===== src/design/atbl_pkg.sv =====
`default_nettype none

package atbl_pkg;

    // fixed formats
    localparam int RATE_W       = 32;
    localparam int FACTOR_W     = 16;
    localparam int FACTOR_FRAC  = 14;
    localparam int LIMIT_W      = 8;
    localparam int STREAK_W     = 8;
    localparam int TOKEN_W      = 34;
    localparam int FRAC_BITS    = 16;
    localparam int MODE_W       = 3;
    localparam int STATUS_W     = 10;
    localparam int WINDOW_W     = 32;
    localparam int OUT_CNT_W    = 32;
    localparam int CFG_INDEX_W  = 3;

    localparam int COUNTER_BITS_DEF = 32;

    localparam int IN_DATA_W  = 112;
    localparam int IN_USER_W  = 3;
    localparam int OUT_DATA_W = 144;

    // one whole token in bucket units
    localparam logic [TOKEN_W-1:0] TOKEN_ONE = TOKEN_W'(1) << FRAC_BITS;

    // modes
    localparam logic [MODE_W-1:0] MODE_TICK     = 3'd0;
    localparam logic [MODE_W-1:0] MODE_ACQUIRE  = 3'd1;
    localparam logic [MODE_W-1:0] MODE_RESPONSE = 3'd2;
    localparam logic [MODE_W-1:0] MODE_SET_RATE = 3'd3;
    localparam logic [MODE_W-1:0] MODE_RESTART  = 3'd4;

    // status codes
    localparam logic [STATUS_W-1:0] STATUS_THROTTLED = 10'd429;
    localparam logic [STATUS_W-1:0] STATUS_OK_LOW    = 10'd200;
    localparam logic [STATUS_W-1:0] STATUS_OK_END    = 10'd400;

    // register indexes
    localparam logic [CFG_INDEX_W-1:0] REG_INITIAL_RATE   = 3'd0;
    localparam logic [CFG_INDEX_W-1:0] REG_MIN_RATE       = 3'd1;
    localparam logic [CFG_INDEX_W-1:0] REG_MAX_RATE       = 3'd2;
    localparam logic [CFG_INDEX_W-1:0] REG_BACKOFF_FACTOR = 3'd3;
    localparam logic [CFG_INDEX_W-1:0] REG_SPEEDUP_FACTOR = 3'd4;
    localparam logic [CFG_INDEX_W-1:0] REG_THROTTLE_LIMIT = 3'd5;

    // register reset values
    localparam logic [RATE_W-1:0]   INITIAL_RATE_RST   = 32'd655360;
    localparam logic [RATE_W-1:0]   MIN_RATE_RST       = 32'd6554;
    localparam logic [RATE_W-1:0]   MAX_RATE_RST       = 32'd6553600;
    localparam logic [FACTOR_W-1:0] BACKOFF_FACTOR_RST = 16'd8192;
    localparam logic [FACTOR_W-1:0] SPEEDUP_FACTOR_RST = 16'd18022;
    localparam logic [LIMIT_W-1:0]  THROTTLE_LIMIT_RST = 8'd5;

    typedef struct packed {
        logic [RATE_W-1:0]   initial_rate;
        logic [RATE_W-1:0]   min_rate;
        logic [RATE_W-1:0]   max_rate;
        logic [FACTOR_W-1:0] backoff_factor;
        logic [FACTOR_W-1:0] speedup_factor;
        logic [LIMIT_W-1:0]  throttle_limit;
    } cfg_t;

    typedef struct packed {
        logic [MODE_W-1:0]   mode;
        logic [STATUS_W-1:0] http_status;
        logic [WINDOW_W-1:0] window_limit;
        logic [WINDOW_W-1:0] window_remaining;
        logic [RATE_W-1:0]   new_rate;
    } item_t;

    typedef struct packed {
        logic [TOKEN_W-1:0]  tokens;
        logic [RATE_W-1:0]   rate;
        logic [STREAK_W-1:0] streak;
    } bucket_t;

    // what a word does to the response counters
    typedef struct packed {
        logic clear;
        logic response;
        logic success;
        logic throttle;
    } count_evt_t;

endpackage

`default_nettype wire


===== src/design/atbl_update.sv =====
`default_nettype none

module atbl_update (
    input  atbl_pkg::cfg_t       cfg,
    input  atbl_pkg::item_t      item,
    input  atbl_pkg::bucket_t    cur,
    output atbl_pkg::bucket_t    nxt,
    output logic                 granted,
    output atbl_pkg::count_evt_t evt
);

    localparam int PROD_W = atbl_pkg::RATE_W + atbl_pkg::FACTOR_W;
    localparam int SUM_W  = atbl_pkg::TOKEN_W + 1;
    localparam int CAP_W  = atbl_pkg::RATE_W + 1;
    localparam int STREAK_MAX = (1 << atbl_pkg::STREAK_W) - 1;

    logic                              is_throttle;
    logic                              is_success;
    logic [atbl_pkg::FACTOR_W-1:0]     factor;
    logic [PROD_W-1:0]                 prod;
    logic                              prod_ovf;
    logic [atbl_pkg::RATE_W-1:0]       scaled;
    logic [SUM_W-1:0]                  fill_sum;
    logic [CAP_W-1:0]                  fill_cap;
    logic [atbl_pkg::STREAK_W-1:0]     streak_inc;
    logic                              spare;

    assign is_throttle = (item.http_status == atbl_pkg::STATUS_THROTTLED);
    assign is_success  = (item.http_status >= atbl_pkg::STATUS_OK_LOW) &&
                         (item.http_status <  atbl_pkg::STATUS_OK_END);

    // one multiplier, shared by backoff and speedup
    assign factor   = is_throttle ? cfg.backoff_factor : cfg.speedup_factor;
    assign prod     = PROD_W'(cur.rate) * PROD_W'(factor);
    assign prod_ovf = |prod[PROD_W-1:atbl_pkg::RATE_W+atbl_pkg::FACTOR_FRAC];
    assign scaled   = prod_ovf ? '1 :
        prod[atbl_pkg::RATE_W+atbl_pkg::FACTOR_FRAC-1:atbl_pkg::FACTOR_FRAC];

    assign fill_sum = SUM_W'(cur.tokens) + SUM_W'(cur.rate);
    assign fill_cap = {cur.rate, 1'b0};

    assign streak_inc = (cur.streak == atbl_pkg::STREAK_W'(STREAK_MAX)) ?
                        cur.streak : cur.streak + 1'b1;

    // more than half the window left
    assign spare = (item.window_limit != '0) && (item.window_remaining != '0) &&
                   ({item.window_remaining, 1'b0} > CAP_W'(item.window_limit));

    always_comb
    begin
        nxt     = cur;
        granted = 1'b0;
        evt     = '0;
        unique case (item.mode)
            atbl_pkg::MODE_TICK:
            begin
                nxt.tokens = (fill_sum > SUM_W'(fill_cap)) ?
                             atbl_pkg::TOKEN_W'(fill_cap) : fill_sum[atbl_pkg::TOKEN_W-1:0];
            end
            atbl_pkg::MODE_ACQUIRE:
            begin
                if (cur.tokens >= atbl_pkg::TOKEN_ONE)
                begin
                    nxt.tokens = cur.tokens - atbl_pkg::TOKEN_ONE;
                    granted    = 1'b1;
                end
            end
            atbl_pkg::MODE_RESPONSE:
            begin
                evt.response = 1'b1;
                if (is_throttle)
                begin
                    evt.throttle = 1'b1;
                    if (streak_inc >= cfg.throttle_limit)
                    begin
                        // give up: straight to the floor
                        nxt.rate   = cfg.min_rate;
                        nxt.streak = '0;
                    end
                    else
                    begin
                        nxt.streak = streak_inc;
                        nxt.rate   = (scaled < cfg.min_rate) ? cfg.min_rate : scaled;
                    end
                end
                else if (is_success)
                begin
                    evt.success = 1'b1;
                    nxt.streak  = '0;
                    if (spare)
                        nxt.rate = (scaled > cfg.max_rate) ? cfg.max_rate : scaled;
                end
            end
            atbl_pkg::MODE_SET_RATE:
            begin
                if (item.new_rate < cfg.min_rate)
                    nxt.rate = cfg.min_rate;
                else if (item.new_rate > cfg.max_rate)
                    nxt.rate = cfg.max_rate;
                else
                    nxt.rate = item.new_rate;
            end
            atbl_pkg::MODE_RESTART:
            begin
                nxt.tokens = '0;
                nxt.rate   = cfg.initial_rate;
                nxt.streak = '0;
                evt.clear  = 1'b1;
            end
            default:
            begin
                nxt = cur;
            end
        endcase
    end

endmodule

`default_nettype wire


===== src/design/adaptive_token_bucket_limiter.sv =====
`default_nettype none

// Token bucket rate limiter whose fill rate (Q16.16 tokens per tick) follows
// server responses: a 429 scales the rate down by the backoff factor, a run of
// throttle_limit throttles drops it to min_rate, and a 2xx/3xx with more than
// half the window left scales it up by the speedup factor. One word on the
// slave side gives exactly one word on the master side. A word is registered
// on entry and its result in the state registers; the block takes one word per
// cycle as long as results are taken, limited by the bucket update loop (one
// 32x16 multiply plus clamp) that every word passes through. The user writes
// configuration only while no word is in flight; the block does not enforce it.
module adaptive_token_bucket_limiter #(
    parameter int COUNTER_BITS = atbl_pkg::COUNTER_BITS_DEF
) (
    input  wire logic                              clk,
    input  wire logic                              rst_n,
    // configuration
    input  wire logic                              cfg_we,
    input  wire logic [atbl_pkg::CFG_INDEX_W-1:0]  cfg_index,
    input  wire logic [atbl_pkg::RATE_W-1:0]       cfg_data,
    // slave side
    input  wire logic                              s_tvalid,
    output logic                                   s_tready,
    // http_status, window_limit, window_remaining, new_rate, zero pad
    input  wire logic [atbl_pkg::IN_DATA_W-1:0]    s_tdata,
    // mode
    input  wire logic [atbl_pkg::IN_USER_W-1:0]    s_tuser,
    // master side
    output logic                                   m_tvalid,
    input  wire logic                              m_tready,
    // granted, current_rate, throttle_streak, success_count,
    // throttled_count, response_count, zero pad
    output logic [atbl_pkg::OUT_DATA_W-1:0]        m_tdata
);

    localparam int EXT_W = 64;

    atbl_pkg::cfg_t       cfg_reg;
    atbl_pkg::item_t      item_reg;
    logic                 item_vld_reg;
    atbl_pkg::bucket_t    bucket_reg;
    atbl_pkg::bucket_t    bucket_next;
    logic                 out_vld_reg;
    logic                 granted_reg;
    logic                 granted_next;
    atbl_pkg::count_evt_t evt;
    logic [COUNTER_BITS-1:0] successes_reg;
    logic [COUNTER_BITS-1:0] throttles_reg;
    logic [COUNTER_BITS-1:0] responses_reg;
    logic                 advance;
    logic [EXT_W-1:0]     successes_ext;
    logic [EXT_W-1:0]     throttles_ext;
    logic [EXT_W-1:0]     responses_ext;

    // the state registers double as the result register: they move only
    // when a result is loaded
    assign advance  = item_vld_reg && (!out_vld_reg || m_tready);
    assign s_tready = !item_vld_reg || advance;
    assign m_tvalid = out_vld_reg;

    always_ff @(posedge clk or negedge rst_n)
    begin
        if (!rst_n)
        begin
            cfg_reg.initial_rate   <= atbl_pkg::INITIAL_RATE_RST;
            cfg_reg.min_rate       <= atbl_pkg::MIN_RATE_RST;
            cfg_reg.max_rate       <= atbl_pkg::MAX_RATE_RST;
            cfg_reg.backoff_factor <= atbl_pkg::BACKOFF_FACTOR_RST;
            cfg_reg.speedup_factor <= atbl_pkg::SPEEDUP_FACTOR_RST;
            cfg_reg.throttle_limit <= atbl_pkg::THROTTLE_LIMIT_RST;
        end
        else if (cfg_we)
        begin
            unique case (cfg_index)
                atbl_pkg::REG_INITIAL_RATE:   cfg_reg.initial_rate   <= cfg_data;
                atbl_pkg::REG_MIN_RATE:       cfg_reg.min_rate       <= cfg_data;
                atbl_pkg::REG_MAX_RATE:       cfg_reg.max_rate       <= cfg_data;
                atbl_pkg::REG_BACKOFF_FACTOR:
                    cfg_reg.backoff_factor <= cfg_data[atbl_pkg::FACTOR_W-1:0];
                atbl_pkg::REG_SPEEDUP_FACTOR:
                    cfg_reg.speedup_factor <= cfg_data[atbl_pkg::FACTOR_W-1:0];
                atbl_pkg::REG_THROTTLE_LIMIT:
                    cfg_reg.throttle_limit <= cfg_data[atbl_pkg::LIMIT_W-1:0];
                default:
                begin
                end
            endcase
        end
    end

    // input register
    always_ff @(posedge clk or negedge rst_n)
    begin
        if (!rst_n)
            item_vld_reg <= 1'b0;
        else if (s_tready)
            item_vld_reg <= s_tvalid;
    end

    always_ff @(posedge clk)
    begin
        if (s_tvalid && s_tready)
        begin
            item_reg.mode             <= s_tuser;
            item_reg.http_status      <= s_tdata[9:0];
            item_reg.window_limit     <= s_tdata[41:10];
            item_reg.window_remaining <= s_tdata[73:42];
            item_reg.new_rate         <= s_tdata[105:74];
        end
    end

    atbl_update u_update (
        .cfg     (cfg_reg),
        .item    (item_reg),
        .cur     (bucket_reg),
        .nxt     (bucket_next),
        .granted (granted_next),
        .evt     (evt)
    );

    always_ff @(posedge clk or negedge rst_n)
    begin
        if (!rst_n)
        begin
            bucket_reg.tokens <= '0;
            bucket_reg.rate   <= atbl_pkg::INITIAL_RATE_RST;
            bucket_reg.streak <= '0;
            successes_reg     <= '0;
            throttles_reg     <= '0;
            responses_reg     <= '0;
            granted_reg       <= 1'b0;
            out_vld_reg       <= 1'b0;
        end
        else
        begin
            if (advance)
            begin
                bucket_reg  <= bucket_next;
                granted_reg <= granted_next;
                if (evt.clear)
                begin
                    successes_reg <= '0;
                    throttles_reg <= '0;
                    responses_reg <= '0;
                end
                else
                begin
                    // saturating counters
                    if (evt.success && (successes_reg != '1))
                        successes_reg <= successes_reg + 1'b1;
                    if (evt.throttle && (throttles_reg != '1))
                        throttles_reg <= throttles_reg + 1'b1;
                    if (evt.response && (responses_reg != '1))
                        responses_reg <= responses_reg + 1'b1;
                end
            end
            if (advance)
                out_vld_reg <= 1'b1;
            else if (m_tready)
                out_vld_reg <= 1'b0;
        end
    end

    assign successes_ext = EXT_W'(successes_reg);
    assign throttles_ext = EXT_W'(throttles_reg);
    assign responses_ext = EXT_W'(responses_reg);

    assign m_tdata = {7'd0,
                      responses_ext[atbl_pkg::OUT_CNT_W-1:0],
                      throttles_ext[atbl_pkg::OUT_CNT_W-1:0],
                      successes_ext[atbl_pkg::OUT_CNT_W-1:0],
                      bucket_reg.streak,
                      bucket_reg.rate,
                      granted_reg};

    // every response that succeeds or is throttled is also counted as a response
    a_resp_bound: assert property (@(posedge clk) disable iff (!rst_n)
        (responses_reg >= successes_reg) && (responses_reg >= throttles_reg))
        else $error("response count below success or throttle count");

    // a grant only ever comes from an acquire word
    a_grant_mode: assert property (@(posedge clk) disable iff (!rst_n)
        advance && (item_reg.mode != atbl_pkg::MODE_ACQUIRE) |=> !granted_reg)
        else $error("grant from a word that is not an acquire");

    // a processed word always leaves a result waiting
    a_result_out: assert property (@(posedge clk) disable iff (!rst_n)
        advance |=> m_tvalid)
        else $error("processed word without a result");

endmodule

`default_nettype wire

===== config.mk =====
export PLATFORM = sky130hd
export DESIGN_NAME = adaptive_token_bucket_limiter
export DESIGN_NICKNAME = d
export VERILOG_FILES = /design/src/design/atbl_pkg.sv /design/src/design/atbl_update.sv /design/src/design/adaptive_token_bucket_limiter.sv
export SDC_FILE = /design/constraint.sdc
export NUM_CORES = 2
export LEC_CHECK = 0
export BUFFER_PORTS_ARGS = -buffer_cell sky130_fd_sc_hd__buf_2
export CELL_PAD_IN_SITES_DETAIL_PLACEMENT = 1
export CELL_PAD_IN_SITES_GLOBAL_PLACEMENT = 1
export CORE_MARGIN = 1.5
export CORE_UTILIZATION = 40
export CTS_CLUSTER_SIZE = 16
export DETAILED_ROUTE_END_ITERATION = 10
export PLACE_DENSITY = 0.81
export SLEW_MARGIN = 20
export SYNTH_ARGS = -nofsm -noshare
export SYNTH_HDL_FRONTEND = slang
export SYNTH_SLANG_ARGS = --single-unit

===== constraint.sdc =====
create_clock -name clk -period 34.2 [get_ports clk]
set_clock_uncertainty 0.05 [all_clocks]
set_input_delay 0 -clock clk [delete_from_list [all_inputs] [get_ports clk]]
set_output_delay 0 -clock clk [all_outputs]
set_load 0.02 [all_outputs]

Word-level counts from Yosys, hierarchy flattened

Index checks and enable logic that the tools add are counted.

Input port bits: 155
Register bits: 418

Multiplexer cells: 31
Equality and inequality tests: 17
Order comparisons: 10
Multiply operators: 1
Reductions and logical operators: 36
Add/subtract/negate cells: 6

Operators with widths:

| operator                                                                       | number |
|---|---|
| 32-bit two-way mux                                                             | 12 |
| 40-bit two-way mux                                                             | 3 |
| 34-bit one-hot mux with 3 select lines                                         | 1 |
| 32-bit by 1-bit adder with 32-bit output (second input constant)               | 3 |
| 32-bit != test (second input constant)                                         | 3 |
| 32-bit one-hot mux with 3 select lines                                         | 1 |
| 34-bit two-way mux                                                             | 2 |
| 32-bit greater-than comparator                                                 | 2 |
| 32-bit less-than comparator                                                    | 2 |
| 32-bit nonzero test                                                            | 2 |
| 32-bit by 16-bit multiplier with 48-bit output                                 | 1 |
| 34-bit by 32-bit adder with 35-bit output                                      | 1 |
| 35-bit by 33-bit greater-than comparator with 1-bit output                     | 1 |
| 34-bit by 17-bit >= comparator with 1-bit output (second input constant)       | 1 |
| 34-bit by 17-bit subtractor with 34-bit output (second input constant)         | 1 |
| 33-bit by 32-bit greater-than comparator with 1-bit output                     | 1 |
| 2-bit AND reduction                                                            | 9 |
| 16-bit two-way mux                                                             | 1 |
| 8-bit one-hot mux with 2 select lines                                          | 1 |
| 3-bit by 2-bit == test with 1-bit output (second input constant)               | 4 |
| 10-bit by 9-bit == test with 1-bit output (second input constant)              | 1 |
| 10-bit by 8-bit >= comparator with 1-bit output (second input constant)        | 1 |
| 10-bit by 9-bit less-than comparator with 1-bit output (second input constant) | 1 |
| 2-bit nonzero test                                                             | 5 |
| 18 further kinds                                                               | 41 |

Depth between registers and ports, before layout

Word-level depth: 11
Gate-level depth with buffers: 46

By module

A second synthesis with hierarchy kept.

Cells, all modules: 5220
Area, all modules: 46065.4 µm²

By module, submodules not included:

| module                        | area an instance (µm²) | times used | cells each | seq. area each (µm²) |
|---|---|---|---|---|
| atbl_update                   | 27965.6                | 1          | 3690       | 0.0 |
| adaptive_token_bucket_limiter | 18099.9                | 1          | 1530       | 11035.6 |

Least setup slack after synthesis

OpenSTA, ideal clock, no wires.

Path type: register to register
Start point: register item_reg[102] (netlist name)
End point: register bucket_reg, in the netlist m_tdata[17]
Path buffers: 7
Required time: 34.031 ns
Cell stages (with the launch flop): 44
Clock period less this slack: 10.941 ns
Path slack: 23.259 ns
Arrival: 10.772 ns
Cells stage by stage: edfxtp_1 > nand4bb_4 > or3_4 > clkbuf_1 > buf_1 > mux2i_1 > clkbuf_1 > nor2_1 > fa_1 > inv_1 > fa_1 > inv_1 > fa_1 > fa_1 > fa_1 > inv_1 > fa_1 > inv_1 > [8 not listed] > nand2b_1 > buf_2 > nor2_1 > clkbuf_1 > nand2_1 > ha_1 > nand3_1 > nor3_1 > o2111a_1 > o31ai_1 > a31o_2 > nand4b_1 > nand2_1 > or2_2 > clkbuf_1 > o221a_2 > o22ai_1 > o21ba_2

Cells in the longest elaborated chain, start to end: 11
Elaborated cells on any way between the ends: 20
Classes of those cells: mul: 1; order compare: 4; eq/ne: 3; mux: 9; reduce/logical: 3

Ends and longest elaborated chain:

| what                                           | RTL line                             | source |
|---|---|---|
| start: declaration                             | adaptive_token_bucket_limiter.sv:39  | `atbl_pkg::item_t item_reg;` |
| 10-bit by 9-bit == test with 1-bit output      | atbl_update.sv:28                    | `assign is_throttle = (item.http_status == atbl_pkg::STATUS_THROTTLED);` |
| 16-bit two-way mux                             | atbl_update.sv:33                    | `assign factor = is_throttle ? cfg.backoff_factor : cfg.speedup_factor;` |
| 32-bit by 16-bit multiplier with 48-bit output | atbl_update.sv:34                    | `assign prod = PROD_W'(cur.rate) * PROD_W'(factor);` |
| 2-bit OR reduction                             | atbl_update.sv:35                    | `assign prod_ovf = \|prod[PROD_W-1:atbl_pkg::RATE_W+atbl_pkg::FACTOR_FRAC];` |
| 32-bit two-way mux                             | atbl_update.sv:36                    | `assign scaled = prod_ovf ? '1 :` |
| 32-bit greater-than comparator                 | atbl_update.sv:91                    | `nxt.rate = (scaled > cfg.max_rate) ? cfg.max_rate : scaled;` |
| 32-bit two-way mux                             | atbl_update.sv:91                    |  |
| 32-bit two-way mux                             | atbl_update.sv:90                    | `if (spare)` |
| 40-bit two-way mux                             | atbl_update.sv:86                    | `else if (is_success)` |
| 40-bit two-way mux                             | atbl_update.sv:71                    | `if (is_throttle)` |
| 32-bit one-hot mux with 3 select lines         | atbl_update.sv:54                    | `unique case (item.mode)` |
| end signal: assignment                         | adaptive_token_bucket_limiter.sv:138 | `bucket_reg <= bucket_next;` |
| end: declaration                               | adaptive_token_bucket_limiter.sv:41  | `atbl_pkg::bucket_t bucket_reg;` |

Several ways; a longest one is shown, not always the timed one. The select of a mux whose other input is x is not followed.
A chain may end at the register's enable or synchronous reset.

Final worst setup path

Start point: register item_reg[99] (netlist name)
End point: register bucket_reg, in the netlist m_tdata[15]

The elaborated chain is that of the path after synthesis.

==> flow_metrics.py <==
metrics = {
    "floorplanning": {
        "start_util_pct": 40.2,
        "io_pins": 301,
        "dieArea_um2": 106000,
        "fp.dieH_um": 325,
        "fp.dieW_um": 325,
        "rows": 118,
        "core_area_um2": 103000,
    },
    "synth": {
        "syn-instance-count": 4569,
        "synth_compound_area_share_pct": 12.3,
        "ys_warn_count": 0,
        "synthArstFlopShare_pct": 73.9,
        "ys.flop_type": "dfrtp_1",
        "seq_area_frac_synth_pct": 26.5,
        "synthXorXnorAreaFrac_pct": 2.95,
        "syn_area_um2": 41600,
        "syn_area_per_cell_um2": 9.10,
        "synth_simple_gate_area_share_pct": 15.9,
        "yosys.area_share.adder_pct": 30.7,
        "yosysTopAreaCellShare_pct": 20.1,
        "synth_top_family_by_area": "adder cells",
        "synthDistinctLibCells": 88,
        "ys_ff_latch": 418,
        "synth-edff-count": 109,
        "synth_area_leaders": "fa_1 20%, dfrtp_1 17%, ha_1 11%",
        "muxShareOfSynthArea_pct": 3.38,
        "yosysTopAreaCell": "fa_1",
    },
    "timing": {
        "setup_viol": 0,
        "fmaxAchievable_mhz": 77.7,
        "hold_violations": 0,
        "final.setup.tns_ps": 0,
        "rsz0062_at_grt": "no",
        "worst_pin_slew_ps": 1090,
        "min_period_over_period_pct": 37.6,
        "drv_slew": 0,
        "relSlewSlack_pct": 27.2,
        "min_period_ps": 12860,
    },
    "global_routing": {
        "gr-usage-met2_pct": 49.6,
        "grt_antenna_before_repair": 5,
        "gr-usage-met3_pct": 4.72,
        "grt_max_degree": 121,
        "top_usage_layer": "met2",
        "grt_use_met1_pct": 35.1,
        "grt_use_total_pct": 29.3,
        "grt_pass1_wl_um": 241000,
        "grt_overflow_total": 0,
        "grt_pass1_vias": 40800,
    },
    "critical_path": {
        "r2r-start": "item_reg[99]",
        "regToRegEndpoint": "m_tdata[15]",
        "startpoint_type": "flop",
        "cp_data_arrival_time_ps": 13300,
        "crit_required_ps": 34640,
        "critical_path.top_delay_family": "simple AND/OR/NAND/NOR gates",
        "crit_buf_inv": 7,
        "slowest_delay_ps": 760,
        "crit_fanout": 49,
        "endpoint_kind": "flop",
        "cp_slowest_cell": "nand2_2",
        "rrSetupSlack_ps": 21340,
        "worst_path_most_repeated_cell": "fa_1",
        "ff2ff_path_depth": 39,
        "worst-setup-path-type": "reg -> reg",
    },
    "final_layout": {
        "largest_reg_flops": 136,
        "nFillCells": 12000,
        "final_util_pct": 45.9,
        "fin_nets": 5820,
        "instances_no_fill": 6318,
        "layout-drive-gt1-share_pct": 11.7,
        "area_delta_synth_final_pct": 14.1,
    },
    "status": {
        "outcome": "completed",
    },
    "run": {
        "maxCapViolCount": 0,
    },
    "placement": {
        "gp_congestion": 0.939,
        "placed_cells": 6076,
        "place_hpwl_um": 112000,
        "io_buffers": 287,
    },
    "detailed_routing": {
        "ant_nets": 0,
        "via_per_inst": 5.84,
        "drt_iter0_markers": 2927,
        "drt_pre_antenna_iters": 5,
        "drcViolationCount": 0,
        "wl_per_cell_um": 24.6,
        "wirelength_um": 155000,
        "vias": 36900,
    },
    "cts": {
        "numCtsBuffers": 47,
        "cts_tree": "yes",
        "clock-root-buffer": "clkbuf_16",
        "clk_pin_slew_worst_paths_ps": 60,
        "cts.sinks": 418,
        "clockBufferDepth": 3,
        "cts-htree-levels": 2,
        "clkLatencyLatePin_ps": 640,
        "post-cts-setup-buffers": 0,
    },
    "worst_hold_path": {
        "hold_class": "in -> async",
    },
}
[how the worst max path moves through the flow]
stage / slack (ps) / from / to / cells past startpoint
after floorplan: 23260 / item_reg[102] / m_tdata[17] / 43
after global placement: 21940 / item_reg[99] / m_tdata[15] / 39
after detailed placement: 21730 / item_reg[99] / m_tdata[15] / 39
after CTS: 21590 / item_reg[99] / m_tdata[15] / 39
after global routing: 20780 / item_reg[99] / m_tdata[15] / 39
final: 21340 / item_reg[99] / m_tdata[15] / 39
[cell families (layout without fill, tap and decap cells)]
family	count (synthesis)	after routing
multiplexers	130	130
buffers and inverters	850	1208
other	1	12
AO/OA/AOI/OAI	804	804
flip-flops	418	418
adder cells (fa/ha/maj)	770	770
XOR/XNOR	139	139
AND/OR/NAND/NOR	1457	1457
[routing by layer]
layer / vias up / wire (um)
met4: 2 / 10100
met3: 504 / 10700
met1: 18900 / 59500
li1: 15900 / -
met2: 1596 / 75200
met5: - / 14
[stage by stage]
stage	area (um^2)	worst slack, ps	hold slack [ps]
floorplan	41600	23260	-346
global placement	44300	21940	127
global route	47400	20780	24.4
finish	47400	21340	21.5
CTS	47400	21590	0.0564
detailed placement	44300	21730	128
[layout by cell type (no fill, tap or decap), types with 19 or more instances in the layout]
cell type / instances
inv_1: 613
nand2_1: 613
fa_1: 418
nor2_1: 366
ha_1: 352
buf_2: 286
dfrtp_1: 285
o21ai_0: 244
a21oi_1: 201
dlygate4sd3_1: 150
edfxtp_1: 109
nand3_1: 80
and2_1: 79
nand4_1: 78
mux2_2: 78
xor2_1: 73
xnor2_1: 65
buf_4: 64
a21o_1: 63
clkbuf_16: 49
nor3_1: 48
mux2i_1: 45
a211oi_1: 37
or3_1: 35
o211ai_1: 30
nor4_1: 29
o221ai_1: 25
o21a_1: 24
a31oi_1: 24
dfstp_2: 24
nor2b_1: 22
and4_1: 20
and3_1: 20
nand2b_1: 20
o22ai_1: 19
a22o_1: 19
[synthesized netlist by cell type (8+ instances only)]
cell        n
o211ai_1   30
a31oi_1    25
ha_1      352
nor3_1     50
o21ai_0   244
nand2b_1   20
buf_4      48
clkbuf_1  173
o21a_1     24
a211oi_1   37
fa_1      418
dfstp_2    24
o221ai_1   25
a221o_1    10
dfrtp_1   285
mux2_2     78
xor2_1     73
nor2_1    368
nand4_1    78
a21oi_1   201
nor4_1     29
a21o_1     63
o31ai_1    12
and3_1     20
or3_1      35
nand3_1    81
nor2b_1    22
and2_1     80
a32oi_1     8
inv_1     613
and4_1     20
nand2_1   616
edfxtp_1  109
o22ai_1    19
mux2i_1    51
o21bai_1   10
a221oi_1    8
xnor2_1    65
a22o_1     19
[timing repair]
action                                 in CTS  in global routing
gates resized for setup                     0                  0
endpoints found under the hold margin     401                  0
hold buffers                              150                  0
[area by class of cell]
class | instances | area [um^2] | share of cell area, %
multi-input combinational | 3307 | 27300 | 57.5
clock inverter | 15 | 209 | 0.440
clock buffer | 72 | 1410 | 2.98
inverter | 619 | 2320 | 4.90
timing repair buffer | 502 | 3440 | 7.25
tap | 1380 | 1730 | 3.64
sequential | 418 | 11000 | 23.3
antenna | 5 | 12.5 | 0.0264
Power is not shown: default switching activity piles up to over one toggle a cycle in this logic, so the estimate is an artifact.
